--- src/hw/rtl/quadratic_real_roots_defines.svh ---
// Assertion macros for the quadratic real roots block.
// Used by the top level only; needs nothing else.
`ifndef QUADRATIC_REAL_ROOTS_DEFINES_SVH
`define QUADRATIC_REAL_ROOTS_DEFINES_SVH

// Same-cycle implication, reset-qualified.
`define QRR_ASSERT_NOW(lbl, ck, rn, ante, cons, msg) \
  lbl: assert property (@(posedge ck) disable iff (!rn) (ante) |-> (cons)) \
    else $error(msg);

// Next-cycle implication, reset-qualified.
`define QRR_ASSERT_NEXT(lbl, ck, rn, ante, cons, msg) \
  lbl: assert property (@(posedge ck) disable iff (!rn) (ante) |=> (cons)) \
    else $error(msg);

`endif

--- src/hw/rtl/qrr_pkg.sv ---
// Shared codes and types for the quadratic real roots block.
// No dependencies.
`timescale 1ns / 1ps
`default_nettype none
package qrr_pkg;

  localparam int unsigned ROOT_W = 32;

  typedef logic [1:0] status_t;
  localparam status_t ST_NONE    = 2'd0;
  localparam status_t ST_ONE     = 2'd1;
  localparam status_t ST_TWO     = 2'd2;
  localparam status_t ST_INVALID = 2'd3;

  // Discriminant class, decided by the front end
  typedef logic [1:0] class_t;
  localparam class_t CL_INVALID = 2'd0;
  localparam class_t CL_NEG     = 2'd1;
  localparam class_t CL_ZERO    = 2'd2;
  localparam class_t CL_POS     = 2'd3;

  localparam logic signed [ROOT_W-1:0] ROOT_MAX = 32'sh7FFF_FFFF;
  localparam logic signed [ROOT_W-1:0] ROOT_MIN = 32'sh8000_0000;

  localparam int unsigned Q_DEPTH = 4;
  localparam int unsigned Q_AW    = 2;

  typedef struct packed {
    logic full;
    logic empty;
  } q_flags_t;

endpackage
`default_nettype wire

--- src/hw/rtl/qrr_queue.sv ---
// Short transaction queue between the front end and the back end.
// Depends on qrr_pkg.
`timescale 1ns / 1ps
`default_nettype none
module qrr_queue #(
  parameter int DATA_W = 69
) (
  input  wire logic              clk,
  input  wire logic              rst_n,
  input  wire logic              push,
  input  wire logic [DATA_W-1:0] push_data,
  input  wire logic              pop,
  output logic [DATA_W-1:0]      pop_data,
  output qrr_pkg::q_flags_t      flags
);
  import qrr_pkg::*;

  logic [DATA_W-1:0] mem_r [0:Q_DEPTH-1];
  logic [Q_AW-1:0]   wr_ptr_r, rd_ptr_r;
  logic [Q_AW:0]     cnt_r, cnt_nxt;

  always_comb begin
    cnt_nxt = cnt_r;
    case ({push, pop})
      2'b10:   cnt_nxt = cnt_r + 1'b1;
      2'b01:   cnt_nxt = cnt_r - 1'b1;
      default: cnt_nxt = cnt_r;
    endcase
  end

  always_ff @(posedge clk) begin
    if (!rst_n) begin
      wr_ptr_r <= '0;
      rd_ptr_r <= '0;
      cnt_r    <= '0;
    end else begin
      if (push) wr_ptr_r <= wr_ptr_r + 1'b1;
      if (pop)  rd_ptr_r <= rd_ptr_r + 1'b1;
      cnt_r <= cnt_nxt;
    end
  end

  always_ff @(posedge clk) begin
    if (push) mem_r[wr_ptr_r] <= push_data;
  end

  assign pop_data    = mem_r[rd_ptr_r];
  assign flags.full  = (cnt_r == (Q_AW+1)'(Q_DEPTH));
  assign flags.empty = (cnt_r == '0);

endmodule
`default_nettype wire

--- config.mk ---
export PLATFORM = sky130hd
export DESIGN_NAME = qrr_queue
export DESIGN_NICKNAME = d
export VERILOG_FILES = /design/src/hw/rtl/quadratic_real_roots_defines.svh /design/src/hw/rtl/qrr_pkg.sv /design/src/hw/rtl/qrr_queue.sv
export SDC_FILE = /design/constraint.sdc
export NUM_CORES = 1
export LEC_CHECK = 0
export BUFFER_PORTS_ARGS = -buffer_cell sky130_fd_sc_hd__buf_2
export CAP_MARGIN = 20
export CORE_MARGIN = 4
export CORE_UTILIZATION = 50
export CTS_CLUSTER_DIAMETER = 50
export DETAILED_ROUTE_END_ITERATION = 16
export HOLD_SLACK_MARGIN = 0.12
export PLACE_DENSITY = 0.71
export SKIP_CTS_REPAIR_TIMING = 1
export SYNTH_ARGS = -nofsm -noshare
export SYNTH_HDL_FRONTEND = slang
export SYNTH_SLANG_ARGS = --single-unit
--- constraint.sdc ---
create_clock -name clk -period 5 [get_ports clk]
set_clock_uncertainty 0.15 [all_clocks]
set_input_delay 1 -clock clk [delete_from_list [all_inputs] [get_ports clk]]
set_output_delay 1 -clock clk [all_outputs]
set_load 0.03 [all_outputs]
==> out/qor.tcl <==
set qor(yosys.area_share.adder_pct) 0.793
set qor(cts.sink_count) 285
set qor(critPathKind) {reg2out}
set qor(clk_path_buf_depth) 3
set qor(cts_tree) {done}
set qor(synth_top_area_share_pct) 79.6
set qor(synth.distinct_cells) 22
set qor(clk_root_buffer_cell) {clkbuf_16}
set qor(first_pass_grt_wire_length_um) 29200
set qor(initialDrtViolationCount) 245
set qor(outcome) {completed}
set qor(crit_path_top_delay_cell) {dfxtp_4}
set qor(clk_pin_slew_worst_paths_ps) 60
set qor(final.period_utilization_pct) 73.1
set qor(synth_warnings) 0
set qor(tns_ps) 0
set qor(area_growth_pct) 18.6
set qor(final_cell_area_um2) 12300
set qor(ctsHtreeMaxLevel) 1
set qor(syn-instance-count) 407
set qor(fmaxAchievable_mhz) 273
set qor(finalHoldViolCount) 0
set qor(route.final.wire_length_um) 18200
set qor(initial_antenna_violation_count) 4
set qor(synth_xor_xnor_area_share_pct) 0.420
set qor(boundary_pin_count) 144
set qor(vdd.ir_drop.worst_uv) 260
set qor(vias) 4678
set qor(drtPass1Iterations) 4
set qor(post_dp_cell_area_um2) 11400
set qor(overall_global_routing_usage_pct) 15.9
set qor(design.final.nets) 648
set qor(via_count_of_the_first_global_routing_pass) 5244
set qor(routed_via_density) 5.43
set qor(synth.yosys.seq_area_share_pct) 81.3
set qor(postSynthNetCount) 486
set qor(yosys.area.top_type) {edfxtp_1}
set qor(endpoint_kind) {output port}
set qor(rsz0062_at_grt) {no}
set qor(power-per-cell-area_nw_per_um2) 435
set qor(finalCoreUtilization_pct) 60.6
set qor(critPathMaxFanout) 36
set qor(synth_seq_cells) 285
set qor(setup_viol_count_final) 0
set qor(cp_num_buf_inv) 2
set qor(startpoint_type) {flip-flop}
set qor(dp_hpwl_um) 10300
set qor(longest_individual_stage_delay_on_the_worst_path_ps) 830
set qor(p_leak_nw) 4.16
set qor(die_area_um2) 23200
set qor(grt-ovfl-total) 0
set qor(route.detailed.wl_per_inst_um) 21.1
set qor(drt_drc_violations_left) 0
set qor(yosys-mux-area-fraction_pct) 15.0
set qor(post_synth_main_area_contributors) {edfxtp_1 (80%), mux4_2 (15%), dfxtp_1 (1.7%), and2_1 (0.60%), ha_1 (0.60%)}
set qor(numCtsBuffers) 29
set qor(synth_compound_area_share_pct) 0.168
set qor(grt_max_degree) 70
set qor(layout_min_cycle_time_ps) 3660
set qor(synth_top_family_by_area) {multiplexers}
set qor(final_weighted_congestion_of_routability_driven_global_placement) 0.691
set qor(fp.coreArea_um2) 20400
set qor(crit_chain) {buf_12 -> mux4_2 -> buf_2}
set qor(cpLargestDelayFamily) {flip-flops}
set qor(relSlewSlack_pct) 28.9
set qor(antenna_violating_nets_remaining) 0
set qor(drv_slew) 0
set qor(synth.avg_cell_area_um2) 25.6
set qor(port-buffer-count) 143
set qor(die_w_um) 152
set qor(tightest_slew_ps) 1070
set qor(synthSimpleGateAreaFrac_pct) 0.901
set qor(syn-cell-area_um2) 10400
set qor(clock_latency_ps) 530
set qor(critical_path_required_ps) 3850
set qor(min-delay-path-class) {reg2reg}
set qor(post_route_cells_drive_above_1_share_pct) 43.7
set qor(effective_utilization_at_floorplan_pct) 51.1
set qor(max-cap-violations) 0
set qor(critical_path_arrival_ps) 2510
set qor(die_y_um) 152
set qor(num_rows) 52
==> placed cells by master (no fill, tap or decap), types with 2 or more instances in the layout <==
cell,Yosys,final
and2_1,10,6
and2_4,0,4
buf_16,0,3
buf_2,3,143
bufinv_16,0,2
clkbuf_1,5,6
clkbuf_16,0,29
clkinv_1,0,10
clkinv_2,0,2
dfxtp_1,9,7
dfxtp_4,0,2
edfxtp_1,276,276
ha_1,5,5
inv_1,6,6
inv_6,0,2
mux4_2,69,69
nand2_1,2,2
o21ai_0,2,2
xnor2_1,2,2
xor2_1,3,3
==> synth_stat cells <==
library cell and number:
buf_2 3, buf_12 2, xor2_1 3, o21ai_0 2, mux2i_1 1, ha_1 5, clkbuf_1 5, fa_1 1
xnor2_1 2, a21boi_0 1, mux4_2 69, or3_1 1, and2_1 10, nor3_1 1, buf_6 1, edfxtp_1 276
inv_1 6, and3_1 1, buf_4 5, nor2b_1 1, nand2_1 2, dfxtp_1 9
==> cell type report <==
class,instances,area (um^2)
Sequential cell,285,8480
Fill cell,1445,8020
Multi-Input combinational cell,100,1810
Timing Repair Buffer,147,818
Clock buffer,35,748
Tap cell,270,338
Clock inverter,17,133
Inverter,6,22.5
Antenna cell,1,2.50
==> sequential cells by signal (all words and copies together) (netlist names), named ones only <==
register,flops
wr_ptr_r,2
mem_r,276
rd_ptr_r,2
cnt_r,3
==> through the flow <==
stage          power, mW  setup slack, ps  std cells  hold WS (ps)
4_1_cts             5.44             1210        857           396
6_report            5.37             1340        861           389
3_5_place_dp        3.46             1790        805           389
5_1_grt             5.59             1120        861           421
2_1_floorplan       3.27             1800        407           323
3_3_place_gp        3.44             1800        805           332
==> cells by family (layout without fill, tap and decap cells) <==
family,Yosys count,count (layout)
flops,285,285
mux,70,70
buf+inv,22,205
simple gates,16,16
fa+ha+maj,6,6
xor+xnor,5,5
compound gates,3,3
other cells,0,1
==> final timing paths <==
path               start            to  slack, ps  cells after the start
min reg2reg     cnt_r[2]      cnt_r[2]        390                      2
max            flip-flop  pop_data[22]       1340                      3
max reg2reg  wr_ptr_r[0]  mem_r[2][41]       2980                      3
min             cnt_r[2]      cnt_r[2]        390                      2
==> power by group <==
group          internal (mW)  switching (mW)
Clock                   1.16           0.810
Combinational          0.233           0.368
Sequential              2.74          0.0620
Total                   4.14            1.24
==> per-layer routing <==
metal  vias to the layer above  GRT usage (%)  share of wire [%]
met4                         6           3.90                2.0
met5                         -              0               0.16
li1                       2051              -                  -
met1                      2443           20.7                 40
met3                        41           4.15                6.5
met2                       137           27.1                 51
==> worst reg2reg max path, stage by stage, from the launching register on <==
cell	delay, ps
dfxtp_1	350
inv_1	90
ha_1	140
and2_4	850
Note: power is estimated with default switching activity, not from simulation.
