**src/hw/rtl/quadratic_real_roots_defines.svh**
```systemverilog
// Assertion macros for the quadratic real roots block.
// Used by the top level only; needs nothing else.
`ifndef QUADRATIC_REAL_ROOTS_DEFINES_SVH
`define QUADRATIC_REAL_ROOTS_DEFINES_SVH

// Same-cycle implication, reset-qualified.
`define QRR_ASSERT_NOW(lbl, ck, rn, ante, cons, msg) \
  lbl: assert property (@(posedge ck) disable iff (!rn) (ante) |-> (cons)) \
    else $error(msg);

// Next-cycle implication, reset-qualified.
`define QRR_ASSERT_NEXT(lbl, ck, rn, ante, cons, msg) \
  lbl: assert property (@(posedge ck) disable iff (!rn) (ante) |=> (cons)) \
    else $error(msg);

`endif

```
**src/hw/rtl/qrr_pkg.sv**
```systemverilog
// Shared codes and types for the quadratic real roots block.
// No dependencies.
`timescale 1ns / 1ps
`default_nettype none
package qrr_pkg;

  localparam int unsigned ROOT_W = 32;

  typedef logic [1:0] status_t;
  localparam status_t ST_NONE    = 2'd0;
  localparam status_t ST_ONE     = 2'd1;
  localparam status_t ST_TWO     = 2'd2;
  localparam status_t ST_INVALID = 2'd3;

  // Discriminant class, decided by the front end
  typedef logic [1:0] class_t;
  localparam class_t CL_INVALID = 2'd0;
  localparam class_t CL_NEG     = 2'd1;
  localparam class_t CL_ZERO    = 2'd2;
  localparam class_t CL_POS     = 2'd3;

  localparam logic signed [ROOT_W-1:0] ROOT_MAX = 32'sh7FFF_FFFF;
  localparam logic signed [ROOT_W-1:0] ROOT_MIN = 32'sh8000_0000;

  localparam int unsigned Q_DEPTH = 4;
  localparam int unsigned Q_AW    = 2;

  typedef struct packed {
    logic full;
    logic empty;
  } q_flags_t;

endpackage
`default_nettype wire

```
**src/hw/rtl/qrr_front.sv**
```systemverilog
// Front end: accepts coefficient sets, forms the exact discriminant and classifies it.
// Depends on qrr_pkg.
`timescale 1ns / 1ps
`default_nettype none
module qrr_front #(
  parameter int COEF_WIDTH = 16
) (
  input  wire logic                    clk,
  input  wire logic                    rst_n,
  input  wire logic                    in_valid,
  output logic                         in_stall,
  input  wire logic signed [COEF_WIDTH-1:0] in_coef_a,
  input  wire logic signed [COEF_WIDTH-1:0] in_coef_b,
  input  wire logic signed [COEF_WIDTH-1:0] in_coef_c,
  input  wire qrr_pkg::q_flags_t       q_flags,
  output logic                         push,
  output qrr_pkg::class_t              push_cls,
  output logic signed [COEF_WIDTH:0]   push_negb,
  output logic signed [COEF_WIDTH:0]   push_den,
  output logic [2*COEF_WIDTH:0]        push_rad
);
  import qrr_pkg::*;

  localparam int W   = COEF_WIDTH;
  localparam int PW  = 2 * W;
  localparam int DSW = 2 * W + 3;
  localparam int DW  = 2 * W + 1;

  logic                 fe;
  logic                 f1_valid_r, f2_valid_r;
  logic signed [PW-1:0] f1_bb_r, f1_ac_r, bb_nxt, ac_nxt;
  logic                 f1_azero_r;
  logic signed [W:0]    f1_negb_r, f1_den_r, negb_nxt, den_nxt;
  logic signed [DSW-1:0] disc_nxt;
  class_t               cls_nxt, f2_cls_r;
  logic signed [W:0]    f2_negb_r, f2_den_r;
  logic [DW-1:0]        f2_rad_r;

  // Hold everything while the last stage waits on a full queue
  assign fe       = !(f2_valid_r && q_flags.full);
  assign in_stall = !fe;

  assign bb_nxt   = in_coef_b * in_coef_b;
  assign ac_nxt   = in_coef_a * in_coef_c;
  assign negb_nxt = -$signed({in_coef_b[W-1], in_coef_b});
  assign den_nxt  = $signed({in_coef_a, 1'b0});

  assign disc_nxt = $signed({{3{f1_bb_r[PW-1]}}, f1_bb_r})
                  - $signed({f1_ac_r[PW-1], f1_ac_r, 2'b00});

  always_comb begin
    if (f1_azero_r) begin
      cls_nxt = CL_INVALID;
    end else if (disc_nxt[DSW-1]) begin
      cls_nxt = CL_NEG;
    end else if (disc_nxt == '0) begin
      cls_nxt = CL_ZERO;
    end else begin
      cls_nxt = CL_POS;
    end
  end

  always_ff @(posedge clk) begin
    if (!rst_n) begin
      f1_valid_r <= 1'b0;
      f2_valid_r <= 1'b0;
    end else if (fe) begin
      f1_valid_r <= in_valid;
      f2_valid_r <= f1_valid_r;
    end
  end

  always_ff @(posedge clk) begin
    if (fe) begin
      f1_bb_r    <= bb_nxt;
      f1_ac_r    <= ac_nxt;
      f1_azero_r <= (in_coef_a == '0);
      f1_negb_r  <= negb_nxt;
      f1_den_r   <= den_nxt;
      f2_cls_r   <= cls_nxt;
      f2_negb_r  <= f1_negb_r;
      f2_den_r   <= f1_den_r;
      f2_rad_r   <= disc_nxt[DW-1:0];
    end
  end

  assign push      = f2_valid_r && fe;
  assign push_cls  = f2_cls_r;
  assign push_negb = f2_negb_r;
  assign push_den  = f2_den_r;
  assign push_rad  = f2_rad_r;

endmodule
`default_nettype wire

```
**config.mk**
```make
export PLATFORM = sky130hd
export DESIGN_NAME = qrr_front
export DESIGN_NICKNAME = d
export VERILOG_FILES = /design/src/hw/rtl/quadratic_real_roots_defines.svh /design/src/hw/rtl/qrr_pkg.sv /design/src/hw/rtl/qrr_front.sv
export SDC_FILE = /design/constraint.sdc
export NUM_CORES = 2
export LEC_CHECK = 0
export BUFFER_PORTS_ARGS = -buffer_cell sky130_fd_sc_hd__buf_2
export CORE_UTILIZATION = 65
export CTS_CLUSTER_SIZE = 25
export DETAILED_ROUTE_END_ITERATION = 10
export PLACE_DENSITY = 0.84
export SLEW_MARGIN = 25
export SYNTH_ARGS = -nofsm -noshare
export SYNTH_HDL_FRONTEND = slang
export SYNTH_SLANG_ARGS = --single-unit
```
**constraint.sdc**
```tcl
create_clock -name clk -period 7.45 [get_ports clk]
set_clock_uncertainty 0.2 [all_clocks]
set_input_delay 0.3725 -clock clk [delete_from_list [all_inputs] [get_ports clk]]
set_output_delay 0.3725 -clock clk [all_outputs]
set_load 0.01 [all_outputs]
```
==> flow_metrics.tcl <==
set metrics [dict create \
    cts_buffer_depth 2 \
    drt_iter0_drc 1111 \
    grt_pass1_vias 20140 \
    synthCells 2624 \
    reg2reg_to "push_cls[0]" \
    track_usage_pct 29.66 \
    grt_pass1_wl_um 95560 \
    critPathCaptureType "flip-flop" \
    synth-edff-count 162 \
    worst_pin_slew_ns 0.7938 \
    final-seq-area_um2 4905 \
    rsz0062_at_grt "no" \
    core_um2 39640 \
    area_growth_pct 6.419 \
    holdCritStartpoint "in_coef_a[15]" \
    wl_per_cell_um 17.33 \
    status "completed" \
    first_pass_iters 7 \
    grt_overflow 0 \
    multiInputGateArea_um2 18500 \
    cts_tree "built" \
    drc 0 \
    cts_sinks 164 \
    critical_path.top_delay_family "adder cells" \
    final_common_cell "inv_1" \
    die_y_um 202.5 \
    setup_slack_ns 0.6420 \
    yosys_warnings 0 \
    startpoint_type "input pin" \
    viasPerCell 5.701 \
    syn-cell-area_um2 26120 \
    syn_area_per_cell_um2 9.954 \
    hpwl_um 45180 \
    vias 18500 \
    crit_path_cell_trace "buf_2, nand2_1, inv_1, fa_1, fa_1, fa_1, fa_1, fa_1, inv_1, fa_1, inv_1, ha_1, a21o_1, a221oi_1, o211ai_1, a31o_2, a41oi_1, nor2b_1, xnor2_1" \
    min_to "f1_den_r[16]" \
    fmax_mhz 146.9 \
    nets 3460 \
    fin_tns_setup_ns 0 \
    ys_types 83 \
    cts-htree-levels 4 \
    most-common-layout-cells "650 x inv_1, 496 x fa_1, 243 x nand2_1" \
    slowest_stage "fa_1" \
    whs_ns 0.1142 \
    min_path_cells 1 \
    rows 73 \
    gp_congestion 0.8947 \
    io_buffer_count 120 \
    utilization_pct 70.12 \
    final.period_utilization_pct 91.38 \
    antenna_found_initial 3 \
    crit_type "in2reg" \
    nFillCells 2956 \
    ant_nets 0 \
    setup_violations 0 \
    synth_ff_type "edfxtp_1" \
    cts_buffers 17 \
    synth-seq-cells 164 \
    antenna_cells 0 \
    reg2reg_slack_ns 3.19 \
    critPathMaxFanout 16 \
    hold_viol 0 \
    die-width_um 202.5 \
    drive_above_1_share_pct 7.500 \
    clockRootBuffer "clkbuf_16" \
    slew_viol_final 0 \
    reg2reg_depth 10 \
    clk_latency_ns 0.46 \
    hold_path_class "in2reg" \
    critPathMaxStageDelay_ns 0.90 \
    die_area_um2 40990 \
    crit_top_cell "fa_1" \
    io_pins 124 \
    floorplan.initialDensity_pct 65.89 \
    async_flop_share_pct 0 \
    post-place-ws_ns 0.2892 \
    arrival_ns 6.81 \
    required_ns 7.45 \
    ys_seq_area_share_pct 18.78 \
    grt_max_degree 88 \
    wl_um 56250 \
    drv_cap 0 \
    slew_headroom_pct 47.08 \
    period_minus_slack_ns 6.808 \
    crit_buf_inv 4 \
    timing.rr.start "f1_ac_r[0]" \
    clk_pin_slew_ns 0.07 \
]
[logic make-up (layout without fill, tap and decap cells)]
logic type	after synthesis	after routing	share of synthesized area (%)
flops	164	164	18.78
compound gates	265	265	6.922
buf+inv	726	821	10.49
mux	5	5	0.1964
fa+ha+maj	700	700	47.79
other cells	1	2	0.01436
xor+xnor	102	102	3.420
simple gates	661	661	12.39
[cells in the mapped netlist (5+ instances only)]
master     number  area share (%)
a211oi_1        5            0.14
o21ai_0        43            0.82
or3_1          11            0.26
and2_1        162             3.9
o31ai_1         6            0.17
ha_1          204             9.8
nand3_1        23            0.44
o211ai_1       11            0.32
and3_1          5            0.12
xor2_1         20            0.67
nor3_1         32            0.61
nand2_1       244             3.5
a21o_1         29            0.83
o2111ai_1       5            0.17
o21bai_1       11            0.32
nand2b_1       15            0.36
nor2b_1        11            0.26
clkbuf_1       64            0.92
a21oi_1        71             1.4
a31oi_1        11            0.26
nand4_1         6            0.14
o21a_1         21            0.60
inv_1         650             9.3
a31o_2          7            0.23
nor2_1        114             1.6
nor4_1         11            0.26
xnor2_1        82             2.7
fa_1          496              38
edfxtp_1      162              19
or2_2           6            0.14
[sequential cells by signal, summed over array words and instances, names as in the netlist]
register	cells
push_rad	31
push_cls	2
f1_negb_r	16
f1_valid_r	1
f1_azero_r	1
push_den	16
push_negb	17
f1_den_r	16
f1_bb_r	31
f1_ac_r	32
f2_valid_r	1
[metrics by stage]
| stage | area, um2 | instances |
|---|---|---|
| floorplan | 26120 | 2625 |
| global placement | 27210 | 3211 |
| detailed placement | 27210 | 3211 |
| CTS | 27780 | 3245 |
| global route | 27800 | 3245 |
| finish | 27800 | 3245 |
[layout make-up]
class                   instances  share of cell area (%)
multi-input cells            1735                   66.54
well taps                     525                   2.363
flip-flops and latches        164                   17.64
clock buffers                  17                   1.530
repair buffers                137                   2.651
inverters                     652                   8.804
clock inverters                15                  0.4681
[what timing repair did]
item	in CTS	in global routing
endpoints found under the hold margin	2	0
hold buffers	2	0
buffers inserted	0	0
gates resized for setup	0	0
[routing by layer]
layer	share of wire [%]	routed length (um)	track usage, %	up-vias
met5	0.069	39	0	-
met4	3.9	2192	12.57	6
met3	6.1	3457	4.446	193
met2	51	28610	50.66	660
met1	39	21950	37.91	9377
li1	-	-	-	8265
[worst max path at each step]
stage / startpoint / to / cells past startpoint
2_1_floorplan: in_coef_b[15] / f1_bb_r[31] / 24
3_3_place_gp: in_coef_c[1] / f1_ac_r[29] / 21
3_5_place_dp: in_coef_c[1] / f1_ac_r[29] / 21
4_1_cts: in_coef_c[1] / f1_ac_r[29] / 20
5_1_grt: in_coef_c[1] / f1_ac_r[29] / 20
6_report: in_coef_c[1] / f1_ac_r[29] / 19
Power is not shown: default switching activity piles up to over one toggle a cycle in this logic, so the estimate is an artifact.
